--- src/rtl/jsu_pkg.sv ---
// shared types and codes for the json string unescaper
`timescale 1ns / 1ps

package jsu_pkg;

	// depth of the queue between parser and byte emitter
	localparam int QUEUE_DEPTH = 4;

	// result kinds
	localparam logic [1:0] KIND_BYTE  = 2'd0;
	localparam logic [1:0] KIND_DONE  = 2'd1;
	localparam logic [1:0] KIND_ERROR = 2'd2;

	// error codes
	localparam logic [3:0] ERR_NONE       = 4'd0;
	localparam logic [3:0] ERR_NO_QUOTE   = 4'd1;
	localparam logic [3:0] ERR_CTRL_BYTE  = 4'd2;
	localparam logic [3:0] ERR_BAD_ESC    = 4'd3;
	localparam logic [3:0] ERR_BAD_HEX    = 4'd4;
	localparam logic [3:0] ERR_NO_LOW_ESC = 4'd5;
	localparam logic [3:0] ERR_BAD_LOW    = 4'd6;
	localparam logic [3:0] ERR_LONE_LOW   = 4'd7;
	localparam logic [3:0] ERR_TEXT_END   = 4'd8;

	// one run of results: a raw byte, a code point to encode, a done or an error
	typedef struct packed {
		logic [20:0] cp;    // code point, or the raw byte in the low bits
		logic        raw;   // cp[7:0] goes out as one byte without encoding
		logic [1:0]  kind;
		logic [3:0]  err;
	} run_t;

endpackage

--- src/rtl/jsu_front.sv ---
// parser front end: takes text bytes and queues at most one run per byte
`timescale 1ns / 1ps

module jsu_front (
	input  logic          clk,
	input  logic          arst_n,
	input  logic          in_valid,
	output logic          in_ready,
	input  logic [7:0]    data_byte,
	input  logic          text_end,
	output logic          push,
	output jsu_pkg::run_t push_run,
	input  logic          queue_full
);
	import jsu_pkg::*;

	localparam logic [2:0] MODE_IDLE   = 3'd0;
	localparam logic [2:0] MODE_STR    = 3'd1;
	localparam logic [2:0] MODE_ESC    = 3'd2;
	localparam logic [2:0] MODE_HEX1   = 3'd3;
	localparam logic [2:0] MODE_LOW_BS = 3'd4;
	localparam logic [2:0] MODE_LOW_U  = 3'd5;
	localparam logic [2:0] MODE_HEX2   = 3'd6;

	localparam logic [7:0] CH_QUOTE  = 8'h22;
	localparam logic [7:0] CH_BSLASH = 8'h5C;
	localparam logic [7:0] CH_SLASH  = 8'h2F;
	localparam logic [7:0] CH_B      = 8'h62;
	localparam logic [7:0] CH_F      = 8'h66;
	localparam logic [7:0] CH_N      = 8'h6E;
	localparam logic [7:0] CH_R      = 8'h72;
	localparam logic [7:0] CH_T      = 8'h74;
	localparam logic [7:0] CH_U      = 8'h75;
	localparam logic [7:0] CH_SPACE  = 8'h20;

	localparam logic [5:0] HI_SURR_TOP = 6'b110110;
	localparam logic [5:0] LO_SURR_TOP = 6'b110111;

	logic [2:0]  mode_q, mode_d;
	logic [1:0]  cnt_q, cnt_d;
	logic [15:0] acc_q, acc_d;
	logic [9:0]  hi_q, hi_d;
	logic        accept;
	logic        is_hex;
	logic [3:0]  hv;
	logic [15:0] acc_next;
	logic        run_valid;
	run_t        run;

	assign in_ready = !queue_full;
	assign accept   = in_valid && in_ready;

	// hex digit decode, either case
	always_comb begin
		is_hex = 1'b1;
		hv     = '0;
		if (data_byte >= 8'h30 && data_byte <= 8'h39) begin
			hv = data_byte[3:0];
		end else if ((data_byte >= 8'h61 && data_byte <= 8'h66) ||
		             (data_byte >= 8'h41 && data_byte <= 8'h46)) begin
			hv = data_byte[3:0] + 4'd9;
		end else begin
			is_hex = 1'b0;
		end
	end

	assign acc_next = {acc_q[11:0], hv};

	always_comb begin
		mode_d    = mode_q;
		cnt_d     = cnt_q;
		acc_d     = acc_q;
		hi_d      = hi_q;
		run_valid = 1'b0;
		run       = '{cp: '0, raw: 1'b1, kind: KIND_BYTE, err: ERR_NONE};

		unique case (mode_q)
			MODE_STR: begin
				if (text_end) begin
					run_valid = 1'b1; run.kind = KIND_ERROR; run.err = ERR_TEXT_END;
				end else if (data_byte == CH_QUOTE) begin
					run_valid = 1'b1; run.kind = KIND_DONE;
				end else if (data_byte < CH_SPACE) begin
					run_valid = 1'b1; run.kind = KIND_ERROR; run.err = ERR_CTRL_BYTE;
				end else if (data_byte == CH_BSLASH) begin
					mode_d = MODE_ESC;
				end else begin
					run_valid = 1'b1; run.cp = {13'd0, data_byte};
				end
			end
			MODE_ESC: begin
				if (text_end) begin
					run_valid = 1'b1; run.kind = KIND_ERROR; run.err = ERR_TEXT_END;
				end else if (data_byte == CH_U) begin
					mode_d = MODE_HEX1;
					cnt_d  = '0;
					acc_d  = '0;
				end else begin
					run_valid = 1'b1;
					mode_d    = MODE_STR;
					unique case (data_byte)
						CH_QUOTE, CH_BSLASH, CH_SLASH: run.cp = {13'd0, data_byte};
						CH_B:    run.cp = 21'h08;
						CH_F:    run.cp = 21'h0C;
						CH_N:    run.cp = 21'h0A;
						CH_R:    run.cp = 21'h0D;
						CH_T:    run.cp = 21'h09;
						default: begin
							run.kind = KIND_ERROR; run.err = ERR_BAD_ESC;
						end
					endcase
				end
			end
			MODE_LOW_BS: begin
				if (text_end) begin
					run_valid = 1'b1; run.kind = KIND_ERROR; run.err = ERR_TEXT_END;
				end else if (data_byte != CH_BSLASH) begin
					run_valid = 1'b1; run.kind = KIND_ERROR; run.err = ERR_NO_LOW_ESC;
				end else begin
					mode_d = MODE_LOW_U;
				end
			end
			MODE_LOW_U: begin
				if (text_end) begin
					run_valid = 1'b1; run.kind = KIND_ERROR; run.err = ERR_TEXT_END;
				end else if (data_byte != CH_U) begin
					run_valid = 1'b1; run.kind = KIND_ERROR; run.err = ERR_NO_LOW_ESC;
				end else begin
					mode_d = MODE_HEX2;
					cnt_d  = '0;
					acc_d  = '0;
				end
			end
			MODE_HEX1, MODE_HEX2: begin
				if (text_end) begin
					run_valid = 1'b1; run.kind = KIND_ERROR; run.err = ERR_TEXT_END;
				end else if (!is_hex) begin
					run_valid = 1'b1; run.kind = KIND_ERROR; run.err = ERR_BAD_HEX;
				end else if (cnt_q != 2'd3) begin
					cnt_d = cnt_q + 2'd1;
					acc_d = acc_next;
				end else if (mode_q == MODE_HEX1) begin
					cnt_d = '0;
					acc_d = '0;
					if (acc_next[15:10] == HI_SURR_TOP) begin
						hi_d   = acc_next[9:0];
						mode_d = MODE_LOW_BS;
					end else if (acc_next[15:10] == LO_SURR_TOP) begin
						run_valid = 1'b1; run.kind = KIND_ERROR; run.err = ERR_LONE_LOW;
					end else begin
						run_valid = 1'b1;
						run.raw   = 1'b0;
						run.cp    = {5'd0, acc_next};
						mode_d    = MODE_STR;
					end
				end else begin
					cnt_d = '0;
					if (acc_next[15:10] != LO_SURR_TOP) begin
						run_valid = 1'b1; run.kind = KIND_ERROR; run.err = ERR_BAD_LOW;
					end else begin
						// supplementary plane: 0x10000 + hi[9:0] : lo[9:0]
						run_valid = 1'b1;
						run.raw   = 1'b0;
						run.cp    = 21'h10000 + {1'b0, hi_q, acc_next[9:0]};
						acc_d     = '0;
						hi_d      = '0;
						mode_d    = MODE_STR;
					end
				end
			end
			default: begin
				// idle, and the unused code treated as idle
				if (text_end || data_byte != CH_QUOTE) begin
					run_valid = 1'b1; run.kind = KIND_ERROR; run.err = ERR_NO_QUOTE;
				end else begin
					mode_d = MODE_STR;
				end
			end
		endcase

		// done and every error leave the parser in its reset state
		if (run_valid && run.kind != KIND_BYTE) begin
			mode_d = MODE_IDLE;
			cnt_d  = '0;
			acc_d  = '0;
			hi_d   = '0;
		end
	end

	assign push     = accept && run_valid;
	assign push_run = run;

	always_ff @(posedge clk or negedge arst_n) begin
		if (!arst_n) begin
			mode_q <= MODE_IDLE;
			cnt_q  <= '0;
			acc_q  <= '0;
			hi_q   <= '0;
		end else if (accept) begin
			mode_q <= mode_d;
			cnt_q  <= cnt_d;
			acc_q  <= acc_d;
			hi_q   <= hi_d;
		end
	end

	a_push_has_room: assert property (@(posedge clk) disable iff (!arst_n)
		push |-> !queue_full)
		else $error("run queued into a full queue");

	a_end_clears: assert property (@(posedge clk) disable iff (!arst_n)
		(push && push_run.kind != KIND_BYTE) |=> (mode_q == MODE_IDLE && cnt_q == 2'd0))
		else $error("parser not back to idle after done or error");

	a_count_in_hex: assert property (@(posedge clk) disable iff (!arst_n)
		cnt_q != 2'd0 |-> (mode_q == MODE_HEX1 || mode_q == MODE_HEX2))
		else $error("hex digit count left over outside a hex group");

endmodule

--- src/rtl/jsu_fifo.sv ---
// short run queue between parser and byte emitter
`timescale 1ns / 1ps

module jsu_fifo #(
	parameter int Depth = jsu_pkg::QUEUE_DEPTH
) (
	input  logic          clk,
	input  logic          arst_n,
	input  logic          push,
	input  jsu_pkg::run_t push_run,
	output logic          full,
	input  logic          pop,
	output logic          empty,
	output jsu_pkg::run_t head
);
	import jsu_pkg::*;

	localparam int AW = (Depth > 1) ? $clog2(Depth) : 1;
	localparam int CW = $clog2(Depth + 1);
	localparam logic [AW-1:0] LAST_PTR = AW'(Depth - 1);
	localparam logic [CW-1:0] FULL_CNT = CW'(Depth);

	run_t          entry_q [Depth];
	logic [AW-1:0] wr_ptr_q, rd_ptr_q;
	logic [CW-1:0] count_q;
	logic          do_pop;

	assign full   = count_q == FULL_CNT;
	assign empty  = count_q == '0;
	assign head   = entry_q[rd_ptr_q];
	assign do_pop = pop && !empty;

	always_ff @(posedge clk) begin
		if (push) begin
			entry_q[wr_ptr_q] <= push_run;
		end
	end

	always_ff @(posedge clk or negedge arst_n) begin
		if (!arst_n) begin
			wr_ptr_q <= '0;
			rd_ptr_q <= '0;
			count_q  <= '0;
		end else begin
			if (push) begin
				wr_ptr_q <= (wr_ptr_q == LAST_PTR) ? '0 : wr_ptr_q + 1'b1;
			end
			if (do_pop) begin
				rd_ptr_q <= (rd_ptr_q == LAST_PTR) ? '0 : rd_ptr_q + 1'b1;
			end
			if (push && !do_pop) begin
				count_q <= count_q + 1'b1;
			end else if (do_pop && !push) begin
				count_q <= count_q - 1'b1;
			end
		end
	end

endmodule

--- src/rtl/jsu_back.sv ---
// byte emitter: expands each queued run into one to four output items
`timescale 1ns / 1ps

module jsu_back (
	input  logic          clk,
	input  logic          arst_n,
	input  logic          empty,
	input  jsu_pkg::run_t head,
	output logic          pop,
	output logic          out_valid,
	input  logic          out_ready,
	output logic [7:0]    out_byte,
	output logic [1:0]    kind,
	output logic [3:0]    err_code,
	output logic          last_of_run
);
	import jsu_pkg::*;

	logic [1:0] idx_q;
	logic [1:0] len_m1;
	logic       fire;

	// number of utf-8 bytes minus one
	always_comb begin
		if (head.raw || head.cp[20:7] == '0) begin
			len_m1 = 2'd0;
		end else if (head.cp[20:11] == '0) begin
			len_m1 = 2'd1;
		end else if (head.cp[20:16] == '0) begin
			len_m1 = 2'd2;
		end else begin
			len_m1 = 2'd3;
		end
	end

	always_comb begin
		out_byte = head.cp[7:0];
		unique case (len_m1)
			2'd1: begin
				unique case (idx_q)
					2'd0:    out_byte = {3'b110, head.cp[10:6]};
					default: out_byte = {2'b10, head.cp[5:0]};
				endcase
			end
			2'd2: begin
				unique case (idx_q)
					2'd0:    out_byte = {4'b1110, head.cp[15:12]};
					2'd1:    out_byte = {2'b10, head.cp[11:6]};
					default: out_byte = {2'b10, head.cp[5:0]};
				endcase
			end
			2'd3: begin
				unique case (idx_q)
					2'd0: out_byte = {5'b11110, head.cp[20:18]};
					2'd1: out_byte = {2'b10, head.cp[17:12]};
					2'd2: out_byte = {2'b10, head.cp[11:6]};
					2'd3: out_byte = {2'b10, head.cp[5:0]};
				endcase
			end
			default: out_byte = head.cp[7:0];
		endcase
	end

	assign out_valid   = !empty;
	assign kind        = head.kind;
	assign err_code    = head.err;
	assign last_of_run = idx_q == len_m1;
	assign fire        = out_valid && out_ready;
	assign pop         = fire && last_of_run;

	always_ff @(posedge clk or negedge arst_n) begin
		if (!arst_n) begin
			idx_q <= '0;
		end else if (fire) begin
			idx_q <= last_of_run ? 2'd0 : idx_q + 2'd1;
		end
	end

	a_multi_only_encoded: assert property (@(posedge clk) disable iff (!arst_n)
		(out_valid && idx_q != 2'd0) |-> (kind == KIND_BYTE && !head.raw))
		else $error("continuation item on a single-item run");

	a_run_continues: assert property (@(posedge clk) disable iff (!arst_n)
		(fire && !last_of_run) |=> (out_valid && idx_q != 2'd0))
		else $error("run dropped before its last item");

	a_status_alone: assert property (@(posedge clk) disable iff (!arst_n)
		(out_valid && kind != KIND_BYTE) |-> (last_of_run && out_byte == 8'd0))
		else $error("done or error item not a lone zero-byte item");

endmodule

--- src/rtl/json_string_unescape_utf8.sv ---
// top level of the json string unescaper with utf-8 output
`timescale 1ns / 1ps

//  channel   dir  handshake                     payload
//  s_axis    in   s_axis_tvalid/s_axis_tready  tdata: data_byte; tuser: text_end
//  m_axis    out  m_axis_tvalid/m_axis_tready  tdata: out_byte, err_code;
//                                               tuser: kind; tlast: last_of_run
//
//  one input item per cycle while the run queue has room; the parser decides combinationally in the accepting cycle
//  each input gives zero to four output items, one per cycle, set by the output port
//  the queue holds QueueDepth runs; input stalls only while all of them wait
//  arst_n clears parser state, queue pointers and the byte index; no clearing pass
//  first output item of a run appears once the run is registered in the queue and the runs ahead of it are out

module json_string_unescape_utf8 #(
	parameter int QueueDepth = jsu_pkg::QUEUE_DEPTH
) (
	input  logic        clk,
	input  logic        arst_n,
	input  logic        s_axis_tvalid,
	output logic        s_axis_tready,
	input  logic [7:0]  s_axis_tdata,   // [7:0] data_byte
	input  logic        s_axis_tuser,   // [0] text_end
	output logic        m_axis_tvalid,
	input  logic        m_axis_tready,
	output logic [15:0] m_axis_tdata,   // [7:0] out_byte, [11:8] err_code, rest zero
	output logic [1:0]  m_axis_tuser,   // [1:0] kind
	output logic        m_axis_tlast    // last item caused by one input item
);
	import jsu_pkg::*;

	// front to queue
	logic       push;
	run_t       push_run;
	logic       queue_full;
	// queue to back
	logic       pop;
	logic       queue_empty;
	run_t       head;
	// decoded result fields
	logic [7:0] out_byte;
	logic [3:0] err_code;

	// parser: mode machine, hex gathering and surrogate pairing
	jsu_front u_front (
		.clk        (clk),
		.arst_n     (arst_n),
		.in_valid   (s_axis_tvalid),
		.in_ready   (s_axis_tready),
		.data_byte  (s_axis_tdata),
		.text_end   (s_axis_tuser),
		.push       (push),
		.push_run   (push_run),
		.queue_full (queue_full)
	);

	// run queue decoupling parser from output stalls
	jsu_fifo #(
		.Depth (QueueDepth)
	) u_fifo (
		.clk      (clk),
		.arst_n   (arst_n),
		.push     (push),
		.push_run (push_run),
		.full     (queue_full),
		.pop      (pop),
		.empty    (queue_empty),
		.head     (head)
	);

	// utf-8 encoder and item sequencer
	jsu_back u_back (
		.clk         (clk),
		.arst_n      (arst_n),
		.empty       (queue_empty),
		.head        (head),
		.pop         (pop),
		.out_valid   (m_axis_tvalid),
		.out_ready   (m_axis_tready),
		.out_byte    (out_byte),
		.kind        (m_axis_tuser),
		.err_code    (err_code),
		.last_of_run (m_axis_tlast)
	);

	// pack fields, first field lowest, zero padded to two bytes
	assign m_axis_tdata = {4'd0, err_code, out_byte};

endmodule

--- config.mk ---
export PLATFORM = sky130hd
export DESIGN_NAME = json_string_unescape_utf8
export DESIGN_NICKNAME = d
export VERILOG_FILES = /design/src/rtl/jsu_pkg.sv /design/src/rtl/jsu_front.sv /design/src/rtl/jsu_fifo.sv /design/src/rtl/jsu_back.sv /design/src/rtl/json_string_unescape_utf8.sv
export SDC_FILE = /design/constraint.sdc
export NUM_CORES = 1
export LEC_CHECK = 0
export BUFFER_PORTS_ARGS = -buffer_cell sky130_fd_sc_hd__buf_2
export CAP_MARGIN = 20
export CORE_AREA = 2 2 135 137
export DETAILED_ROUTE_END_ITERATION = 8
export DIE_AREA = 0 0 137 139
export REMOVE_ABC_BUFFERS = 1
export SETUP_SLACK_MARGIN = 0.2
export SLEW_MARGIN = 20
export SYNTH_ARGS = -nofsm -noshare
export SYNTH_HDL_FRONTEND = slang
export SYNTH_SLANG_ARGS = --single-unit
--- constraint.sdc ---
create_clock -name clk -period 5 [get_ports clk]
set_input_delay 1.5 -clock clk [delete_from_list [all_inputs] [get_ports clk]]
set_output_delay 1.5 -clock clk [all_outputs]
set_load 0.02 [all_outputs]
### Yosys cells after proc, flatten, opt, wreduce, memory -nomap -nowiden

Memory sizes are Yosys's and may differ from the RTL's.
Cells that the tools add are included.

* register bits after elaboration: 36
* RAM bits: 112
* input bits: 13
* output and inout port bits: 21
* logic and storage cells: 228
* memories kept: 1

Memory list
* u_fifo.entry_q: depth 4, bits a word 28, rd ports 1, clocked after Yosys merged registers in 0, write ports 1, RTL line jsu_fifo.sv:23 `run_t entry_q [Depth];`

* $add $sub $neg: 8
* magnitude comparators: 7
* equality and inequality tests: 53
* muxes and demuxes: 116
* reductions and logical operators: 35

Operators with widths (number)
* 12-bit two-way mux: 10
* 21-bit two-way mux: 4
* 28-bit two-way mux: 3
* 6-bit two-way mux: 14
* 10-bit two-way mux: 8
* 22-bit two-way mux: 3
* 21-bit one-hot mux with 3 select lines: 1
* 3-bit two-way mux: 20
* 8-bit by 7-bit == test with 1-bit output (second input constant): 7
* 8-bit one-hot mux with 6 select lines: 1
* 12-bit one-hot mux with 3 select lines: 1
* 8-bit one-hot mux with 4 select lines: 1
* 2-bit two-way mux: 15
* 6-bit one-hot mux with 5 select lines: 1
* 8-bit one-hot mux with 3 select lines: 1
* 1-bit two-way mux: 22
* 17-bit by 20-bit adder with 21-bit output (first input constant): 1
* 3-bit by 2-bit != test with 1-bit output (second input constant): 6
* 3-bit != test (second input constant): 6
* 17-bit two-way mux: 1
* 8-bit by 6-bit == test with 1-bit output (second input constant): 2
* 8-bit by 7-bit >= comparator with 1-bit output (second input constant): 2
* 8-bit by 7-bit <= comparator with 1-bit output (second input constant): 2
* 8-bit two-way mux: 2
* other kinds (47): 85

### Depth between registers and ports, before layout

Gate-level depths: netlist of the first run.

* word-level depth: 16
* depth in mapped cells: 16
* gate-level depth less buffers: 15

### Hierarchy

From an unflattened synthesis of the first run, not the netlist that was laid out.

* cell total of the unflattened synthesis: 602
* area total of the unflattened synthesis: 7671.1 sq um

Modules (own cells, without submodules)
* jsu_fifo: times used 1, cells an instance 183, area each 4473.0 sq um
* jsu_front: times used 1, cells an instance 299, area each 2322.2 sq um
* jsu_back: times used 1, cells an instance 115, area each 842.1 sq um
* json_string_unescape_utf8: times used 1, cells an instance 5, area each 33.8 sq um

### Least setup slack after synthesis of the first run

OpenSTA, ideal clock, no wires.

* path type: input to register
* start point: input port s_axis_tdata[0]
* end point: memory u_fifo.entry_q[0][0] in the netlist's numbering, enable pin
* setup time: 413 ps
* data arrival time: 4191 ps
* required time: 4587 ps
* setup slack: 396 ps
* cell stages on the path: 10
* path buffers: 1
* cell sequence: clkbuf_1 -> inv_1 -> ha_1 -> nand3_1 -> nor3_1 -> o32a_1 -> and3_1 -> nand4_1 -> nand2_1 -> nor2_1

* word-level cells in the longest chain between the ends: 11

RTL lines
* start: declaration: RTL line json_string_unescape_utf8.sv:22 `input logic [7:0] s_axis_tdata,`
* 8-bit by 7-bit >= comparator with 1-bit output (tied with other cells): RTL line jsu_front.sv:59 `end else if ((data_byte >= 8'h61 && data_byte <= 8'h66) ||`
* 1-bit logical AND (on tied branches): RTL line jsu_front.sv:59, jsu_front.sv:60
* 1-bit logical OR: RTL line jsu_front.sv:59
* 1-bit two-way mux: RTL line jsu_front.sv:59
* 1-bit two-way mux: RTL line jsu_front.sv:57 `if (data_byte >= 8'h30 && data_byte <= 8'h39) begin`
* 1-bit two-way mux: RTL line jsu_front.sv:137 `end else if (!is_hex) begin`
* 1-bit two-way mux: RTL line jsu_front.sv:135 `if (text_end) begin`
* 1-bit one-hot mux with 5 select lines *: RTL line jsu_front.sv:77 `unique case (mode_q)`
* 1-bit logical AND *: RTL line jsu_front.sv:190 `assign push = accept && run_valid;`
* 1-bit two-way mux *: RTL line jsu_fifo.sv:34 `if (push) begin`
* 1-bit two-way mux (implied by the code) *: RTL line jsu_fifo.sv:35 `entry_q[wr_ptr_q] <= push_run;`
* end: declaration: RTL line jsu_fifo.sv:23

Every way passes the cells marked *; elsewhere a longest branch is shown, timed or not.

### Worst setup path after layout of the first run

* start point: register u_fifo.rd_ptr_q[0]
* end point: output port m_axis_tdata[4]

* word-level cells in the longest chain between the ends: 7

RTL lines
* start: declaration: RTL line jsu_fifo.sv:24 `logic [AW-1:0] wr_ptr_q, rd_ptr_q;`
* start signal: assignment: RTL line jsu_fifo.sv:49 `rd_ptr_q <= (rd_ptr_q == LAST_PTR) ? '0 : rd_ptr_q + 1'b1;`
* memory read 4 x 28 bit *
* 5-bit zero test: RTL line jsu_back.sv:29 `end else if (head.cp[20:16] == '0) begin`
* 1-bit two-way mux: RTL line jsu_back.sv:29
* 2-bit two-way mux: RTL line jsu_back.sv:27 `end else if (head.cp[20:11] == '0) begin`
* 2-bit two-way mux: RTL line jsu_back.sv:25 `if (head.raw || head.cp[20:7] == '0) begin`
* 2-bit == test or 2-bit by 1-bit == test with 1-bit output (tied branches): RTL line jsu_back.sv:38 `unique case (len_m1)`
* 8-bit one-hot mux with 3 select lines *: RTL line jsu_back.sv:38
* end: declaration: RTL line json_string_unescape_utf8.sv:26 `output logic [15:0] m_axis_tdata,`

Every way passes the cells marked *; elsewhere a longest branch is shown, timed or not. The select of a mux whose other input is x is not followed.

==> impl_metrics.py, run 1 <==
metrics = {
    "setup_path": {
        "criticalPathCategory": "reg -> out",
        "critPathMaxFanout": 11,
        "crit_chain": "buf_6, mux4_1, nor2_4, nand4_1, o21bai_4, buf_4, a22oi_1, o21ai_0, buf_2",
        "cp-start-kind": "register",
        "timing.critical_path.max_delay_family": "multiplexers",
        "cell_with_the_largest_stage_delay_on_the_worst_path": "mux4_1",
        "worst-path-buf-inv": 3,
        "cp_slowest_stage_delay_ns": 0.71,
        "timing.rr.start": "u_fifo.rd_ptr_q[0]$_DFFE_PN0P_",
        "crit_arrival_ns": 3.14,
        "required_time_at_the_worst_slack_endpoint_ns": 3.50,
        "critPathLaunch": "u_fifo.rd_ptr_q[0]$_DFFE_PN0P_",
        "end_kind": "output port",
    },
    "placed_design": {
        "placement.setup.worst_slack_ns": 0.462,
        "dp.final_hpwl_microns": 13200,
        "gpl.final_weighted_congestion": 0.960,
        "port_buffers": 29,
    },
    "global_routing": {
        "grt_use_met1_pct": 29.3,
        "pin_count_of_the_biggest_net_entering_global_routing": 37,
        "gr-usage-met2_pct": 31.6,
        "first_global_vias": 5317,
        "grt_overflow": 0,
        "antenna_violations_before_repair": 0,
        "gr-max-usage-layer": "met2",
        "global_route_wire_length_before_repair_microns": 29900,
        "globalRouteMet3Util_pct": 4.53,
        "grt_util_all_layers_pct": 20.6,
    },
    "min_path": {
        "min_from": "u_front.cnt_q[0]$_DFFE_PN0P_",
        "worst_hold_path_type": "reg -> reg",
    },
    "timing": {
        "min_period_ns": 4.64,
        "timing.clock.skew_ns": 0.0115,
        "setup_viols_final": 0,
        "final.period_utilization_pct": 92.7,
        "finalWorstSetupSlack_ns": 0.365,
        "max_slew_margin_pct": 41.8,
        "setup_tns_ns": 0,
        "tightest_slew_ns": 0.873,
        "setup_repair_after_global_routing_missed_its_margin": "no",
        "clock.fmax_ghz": 0.216,
        "finalHoldViolations": 0,
        "count_of_pins_over_their_slew_limit": 0,
    },
    "logic_synthesis": {
        "netlist-cell-type-count": 92,
        "synth-warning-count": 0,
        "netlist_area_sq_um": 7730,
        "synth_top_cells_by_area": "edfxtp_1 43%, dfrtp_1 12%, mux4_2 5.5%, nand2_1 3.3%, ha_1 2.8%",
        "yosysSeqAreaShare_pct": 55.1,
        "synth_top_area_share_pct": 43.5,
        "dominantRegCellSynth": "edfxtp_1",
        "yosysTopAreaCell": "edfxtp_1",
        "synth_cells": 623,
        "postSynthRegisterBits": 148,
        "post_synth.cell_area_avg_sq_um": 12.4,
        "proportion_of_register_bits_with_asynchronous_set_or_reset_after_synthesis_pct": 24.3,
        "synth-edff-count": 112,
    },
    "job": {
        "max_cap_viol_count": 0,
    },
    "pwr": {
        "power.share.switching_pct": 34.5,
        "pwr_per_cell_area_nw_per_um2": 519,
        "static-leakage-power_nw": 3.15,
        "p_comb_share_pct": 35.9,
        "cell_internal_pwr_mw": 2.98,
        "p_total_mw": 4.54,
        "seq_power_share_pct": 36.1,
        "p_switching_mw": 1.57,
        "clock_power_share_pct": 28.0,
        "vdd_drop_max_mv": 0.288,
    },
    "outcome": {
        "status": "complete, no violations",
    },
    "routing": {
        "drt_drc_violations_left": 0,
        "initialDrtViolationCount": 434,
        "vias": 5404,
        "drt_first_pass_iters": 7,
        "drt-total-wl_microns": 18700,
        "number_of_vias_per_cell_after_detailed_routing": 5.98,
        "wire_per_inst_microns": 20.6,
        "antenna_violating_nets_post_route": 0,
    },
    "floorplanning": {
        "io_pins": 34,
        "core_area_sq_um": 17700,
        "design.die.area_sq_um": 19000,
        "initial_core_utilization_pct": 43.8,
        "placementRows": 49,
        "floorplan.die.height_microns": 139,
        "floorplan.die.width_microns": 137,
    },
    "clock_tree": {
        "cts.clk_slew.worst_paths_ns": 0.06,
        "cts_max_level": 4,
        "clkLatencyLatePin_ns": 0.42,
        "numClockSinks": 148,
        "cts_hold_repair.buffers": 0,
        "clock_tree.buffer_depth": 2,
        "cts-buffers-inserted": 17,
        "tritoncts_clock_tree": "done",
        "clock-root-buffer": "clkbuf_16",
    },
    "layout": {
        "most-common-layout-cells": "112 x edfxtp_1, 69 x nand2_1, 38 x inv_1",
        "finish.net_count": 693,
        "drive_above_1_share_pct": 18.7,
        "syn_to_final_growth_pct": 13.2,
        "n_antenna_cell": 0,
        "final_core_utilization_pct": 49.6,
        "most_frequent_standard_cell_in_the_layout_excluding_fill_and_tap_cells": "edfxtp_1",
    },
}
[kinds of logic (layout without fill, tap and decap cells)]
logic type / Yosys count / count (layout) / synth area share [%]
other cells: 1 / 4 / 0.0485
xor+xnor: 5 / 5 / 0.566
mux: 36 / 36 / 9.79
simple gates: 198 / 198 / 13.5
fa+ha+maj: 18 / 18 / 3.01
buf+inv: 72 / 121 / 4.47
flops: 148 / 148 / 55.1
compound gates: 145 / 145 / 13.5
[what timing repair did]
| action | 4_1_cts | 5_1_grt |
|---|---|---|
| pin swaps | 0 | 1 |
| buffers inserted | 0 | 3 |
| setup endpoints to repair | 4 | 4 |
| gates resized for setup | 2 | 2 |
[Yosys cell counts (all sizes together) (3+ instances only)]
cell type	count
edfxtp	112
nand2	69
inv	39
nor2	38
dfrtp	36
mux4	28
a21oi	25
nand3	22
o21ai	22
clkbuf	18
ha	17
buf	14
a22o	11
o22ai	11
nor3	10
a22oi	9
nand4	8
o211ai	8
and3	7
and2	6
nand2b	6
o2bb2ai	6
o31ai	6
or4	6
a222oi	5
a31oi	5
mux2	5
nand3b	5
a21o	4
nor4	4
o221ai	4
mux2i	3
nor3b	3
o21a	3
o21bai	3
xor2	3
[power groups by stage]
| stage | sequential (mW) | clock (mW) | combinational [mW] |
|---|---|---|---|
| after floorplan | 1.70 | 0 | 1.03 |
| after global placement | 1.65 | 0 | 1.61 |
| after detailed placement | 1.66 | 0 | 1.61 |
| after CTS | 1.64 | 1.29 | 1.63 |
| after global routing | 1.66 | 1.35 | 1.77 |
| final | 1.64 | 1.27 | 1.63 |
[metrics by stage]
| stage | hold slack [ns] | instance area [sq um] | instances |
|---|---|---|---|
| finish | 0.489 | 8750 | 904 |
| global route | 0.506 | 8750 | 904 |
| CTS | 0.489 | 8720 | 901 |
| detailed placement | 0.478 | 8120 | 869 |
| global placement | 0.473 | 8120 | 869 |
| floorplan | 0.455 | 7550 | 594 |
[worst register-to-register path: stages (launching register included)]
cell	delay (ns)
dfrtp_4	0.55
buf_6	0.22
mux4_2	0.58
or4_4	0.53
and4_4	0.21
a311oi_2	0.27
o2bb2ai_2	0.13
nor2b_4	0.17
inv_1	0.10
ha_1	0.19
inv_1	0.07
fa_1	0.42
xor2_1	0.17
nor2_1	0.11
xor2_1	0.17
[flip-flops by register name, indices dropped and copies added (netlist names), 3 cells and up]
| name | count |
|---|---|
| u_fifo.entry_q | 112 |
| u_front.mode_q | 3 |
| u_front.acc_q | 12 |
| u_front.hi_q | 10 |
| u_fifo.count_q | 3 |
[routing by layer]
layer / up-vias / share of wire, %
li1: 2486 / -
met1: 2690 / 44
met2: 208 / 48
met3: 20 / 5.5
met4: 0 / 1.9
met5: - / 0
[path summary, 6_finish.rpt]
check	to	slack, ns	cells past startpoint
worst max-delay path	m_axis_tdata[4]	0.36	9
worst min-delay path	u_front.cnt_q[0]$_DFFE_PN0P_	0.49	1
worst max register to register	u_fifo.count_q[2]$_DFFE_PN0P_	1.03	14
worst min register to register	u_front.cnt_q[0]$_DFFE_PN0P_	0.49	1
max in group asynchronous	u_fifo.rd_ptr_q[0]$_DFFE_PN0P_	3.16	1
min in group asynchronous	u_back.idx_q[1]$_DFFE_PN0P_	1.21	1
[cell type report]
cell class	instances	area, sq um
multi-input cells	406	3160
repair buffers	49	299
clock buffers	20	437
well taps	229	287
flip-flops and latches	148	4270
fillers	1572	8900
clock inverters	12	155
inverters	40	150
(Power assumes the default switching activity.)
==> run 2: changes to the inputs <==
- CTS_BUF_LIST: default -> sky130_fd_sc_hd__clkbuf_4
- clock period: 5 -> 3.8 ns (I/O delays scaled with it)
==> run 2 against run 1 <==
Effect of this change: the run now ends with negative setup slack left; cell count up 7.3%; register-to-register slack worse by 0.92 ns; flip-flop and latch count unchanged; sequential power up 31%; count of clock-buffer cells in the layout down 3; final area up 4.6%; die area unchanged; critical path depth unchanged; critical endpoint is now m_axis_tdata[3]; highest routed layer unchanged.
==> impl_metrics.py, run 2 (synthesis results as in run 1) <==
metrics = {
    "outcome": {
        "status": "finished with violations",
        "failed_checks": "negative setup slack",
    },
    "layout": {
        "largest_register_ff_count": 112,
        "seqCellArea_sq_um": 4270,
        "most-common-layout-cells": "112 x edfxtp_1, 74 x buf_4, 67 x nand2_1",
        "fin_area_sq_um": 9160,
        "most_frequent_standard_cell_in_the_layout_excluding_fill_and_tap_cells": "edfxtp_1",
        "layout.cells.non_filler": 970,
        "multi_input_comb_area_sq_um": 3190,
        "reg_top3": "u_fifo.entry_q (112), u_front.acc_q (12), u_front.hi_q (10)",
        "drive_above_1_share_pct": 29.1,
        "syn_to_final_growth_pct": 18.4,
        "finish.net_count": 758,
        "largest-register": "u_fifo.entry_q",
        "num-fill-cells": 1544,
    },
    "clock_tree": {
        "cts_hold_repair.buffers": 0,
        "tritoncts_clock_tree": "done",
        "cts.clk_slew.worst_paths_ns": 0.12,
        "clock_tree.buffer_depth": 2,
        "numClockSinks": 148,
        "cts_max_level": 4,
        "cts-buffers-inserted": 17,
        "clkLatencyLatePin_ns": 0.54,
        "clock-root-buffer": "clkbuf_4",
    },
    "setup_path": {
        "timing.critical_path.max_delay_family": "multiplexers",
        "regToRegSetupSlack_ns": 0.11,
        "timing.rr.start": "u_fifo.rd_ptr_q[0]$_DFFE_PN0P_",
        "required_time_at_the_worst_slack_endpoint_ns": 2.66,
        "worst-r2r-cell-count": 15,
        "reg2reg_to": "u_fifo.count_q[1]$_DFFE_PN0P_",
        "crit_chain": "buf_4, mux4_2, nor3_2, nand4_1, o21bai_4, buf_12, a21oi_1, o31ai_1, buf_2",
        "crit_arrival_ns": 2.97,
        "cp_slowest_stage_delay_ns": 0.57,
        "cell_with_the_largest_stage_delay_on_the_worst_path": "mux4_2",
        "criticalPathCategory": "reg -> out",
        "end_kind": "output port",
        "cp-start-kind": "register",
        "critPathMaxFanout": 7,
        "worst-path-buf-inv": 3,
    },
    "global_routing": {
        "grt_util_all_layers_pct": 20.2,
        "grt_overflow": 0,
        "pin_count_of_the_biggest_net_entering_global_routing": 37,
        "antenna_violations_before_repair": 1,
        "global_route_wire_length_before_repair_microns": 29500,
        "first_global_vias": 5508,
    },
    "min_path": {
        "min_to": "u_fifo.count_q[2]$_DFFE_PN0P_",
        "min_from": "u_fifo.count_q[2]$_DFFE_PN0P_",
        "min_path_cells": 1,
        "worst_hold_path_type": "reg -> reg",
    },
    "timing": {
        "min_period_ns": 4.11,
        "clock.fmax_ghz": 0.243,
        "tightest_slew_ns": 0.848,
        "whs_ns": 0.493,
        "max_slew_margin_pct": 43.5,
        "timing.clock.skew_ns": 0.0165,
        "setup_repair_after_global_routing_missed_its_margin": "yes",
        "count_of_pins_over_their_slew_limit": 0,
        "final.period_utilization_pct": 108,
        "setup_viols_final": 9,
        "finalHoldViolations": 0,
        "finalWorstSetupSlack_ns": -0.308,
    },
    "pwr": {
        "pwr_per_cell_area_nw_per_um2": 629,
        "static-leakage-power_nw": 3.38,
        "vdd_drop_max_mv": 0.488,
    },
    "placed_design": {
        "placement.setup.worst_slack_ns": -0.124,
        "dpl-instance-area_sq_um": 8600,
        "gpl.final_weighted_congestion": 0.942,
        "dp.final_hpwl_microns": 13700,
        "port_buffers": 29,
        "dpl_cells": 921,
    },
    "routing": {
        "drt_first_pass_iters": 5,
        "initialDrtViolationCount": 600,
        "drt_drc_violations_left": 0,
        "wire_per_inst_microns": 19.4,
        "drt-total-wl_microns": 18800,
        "vias": 5645,
        "antenna_violating_nets_post_route": 0,
        "number_of_vias_per_cell_after_detailed_routing": 5.82,
    },
    "floorplanning": {
        "initial_core_utilization_pct": 43.8,
        "io_pins": 34,
        "core_area_sq_um": 17700,
        "floorplan.die.height_microns": 139,
        "placementRows": 49,
        "design.die.area_sq_um": 19000,
        "floorplan.die.width_microns": 137,
    },
    "job": {
        "max_cap_viol_count": 0,
    },
}
-- run 2: cell types whose count changed in the layout (fill, tap and decap cells not counted), moves of 3 or more --
cell	before	now
clkbuf_4	0	17
clkbuf_16	17	0
buf_2	29	22
buf_6	1	5
mux4_1	8	0
o21ai_1	1	5
o21ai_0	21	17
buf_4	19	74
clkbuf_1	3	0
buf_12	0	9
mux4_2	19	27
buf_8	0	3
-- run 2: worst max path at each step --
stage / end / cells past startpoint / slack [ns] / start
after floorplan: m_axis_tdata[0] / 6 / -0.71 / u_fifo.rd_ptr_q[0]$_DFFE_PN0P_
after global placement: u_fifo.count_q[1]$_DFFE_PN0P_ / 14 / -0.04 / s_axis_tdata[0]
after detailed placement: u_fifo.count_q[1]$_DFFE_PN0P_ / 14 / -0.12 / s_axis_tdata[1]
after CTS: m_axis_tdata[2] / 10 / -0.37 / u_fifo.rd_ptr_q[0]$_DFFE_PN0P_
after global routing: m_axis_tdata[3] / 9 / -0.43 / u_fifo.rd_ptr_q[0]$_DFFE_PN0P_
final: m_axis_tdata[3] / 9 / -0.31 / u_fifo.rd_ptr_q[0]$_DFFE_PN0P_
-- run 2: final cells by class --
class | count | share of cell area, %
flip-flops and latches | 148 | 46.6
multi-input cells | 406 | 34.9
repair buffers | 114 | 10.6
well taps | 229 | 3.13
clock inverters | 15 | 1.69
inverters | 40 | 1.64
clock buffers | 17 | 1.39
diodes | 1 | 0.0273
-- run 2: through the flow --
step | TNS, ns | util (%) | total power [mW]
CTS | -3.00 | 51.2 | 5.63
detailed placement | -0.308 | 48.7 | 4.45
floorplan | -31.73 | - | 3.59
finish | -2.54 | 51.8 | 5.76
global placement | -0.0760 | 48.7 | 4.39
global route | -3.60 | 51.8 | 6.06
-- run 2: where the power goes --
part           total, mW  switching [mW]  internal (mW)
Combinational       2.66            1.42           1.25
Sequential          2.15           0.121           2.03
Clock              0.951           0.556          0.395
Total               5.76            2.09           3.67
-- run 2: timing repair --
| action | in CTS | in global routing |
|---|---|---|
| endpoints found under the setup margin | 11 | 11 |
| hold endpoints to repair | 0 | 0 |
| buffers inserted | 10 | 5 |
| pin swaps | 5 | 14 |
| gates resized for setup | 28 | 22 |
| gates cloned | 1 | 0 |
-- run 2: worst reg2reg max path: cells and delay by family, from the launching register on --
kind                     cells  cell delay, ns
flip-flops                   1            0.41
AO/OA/AOI/OAI                2            0.39
multiplexers                 2            0.85
AND/OR/NAND/NOR              3            0.70
adder cells (fa/ha/maj)      2            0.59
buffers and inverters        6            0.65
-- run 2: per-layer routing --
| metal | track usage [%] | share of wire (%) | wire length, microns | up-vias |
|---|---|---|---|---|
| li1 | - | - | - | 2605 |
| met1 | 26.7 | 43 | 8070 | 2806 |
| met2 | 33.5 | 50 | 9370 | 198 |
| met3 | 3.29 | 4.7 | 891 | 36 |
| met4 | 7.43 | 2.4 | 452 | 0 |
| met5 | 0 | 0 | 0 | - |
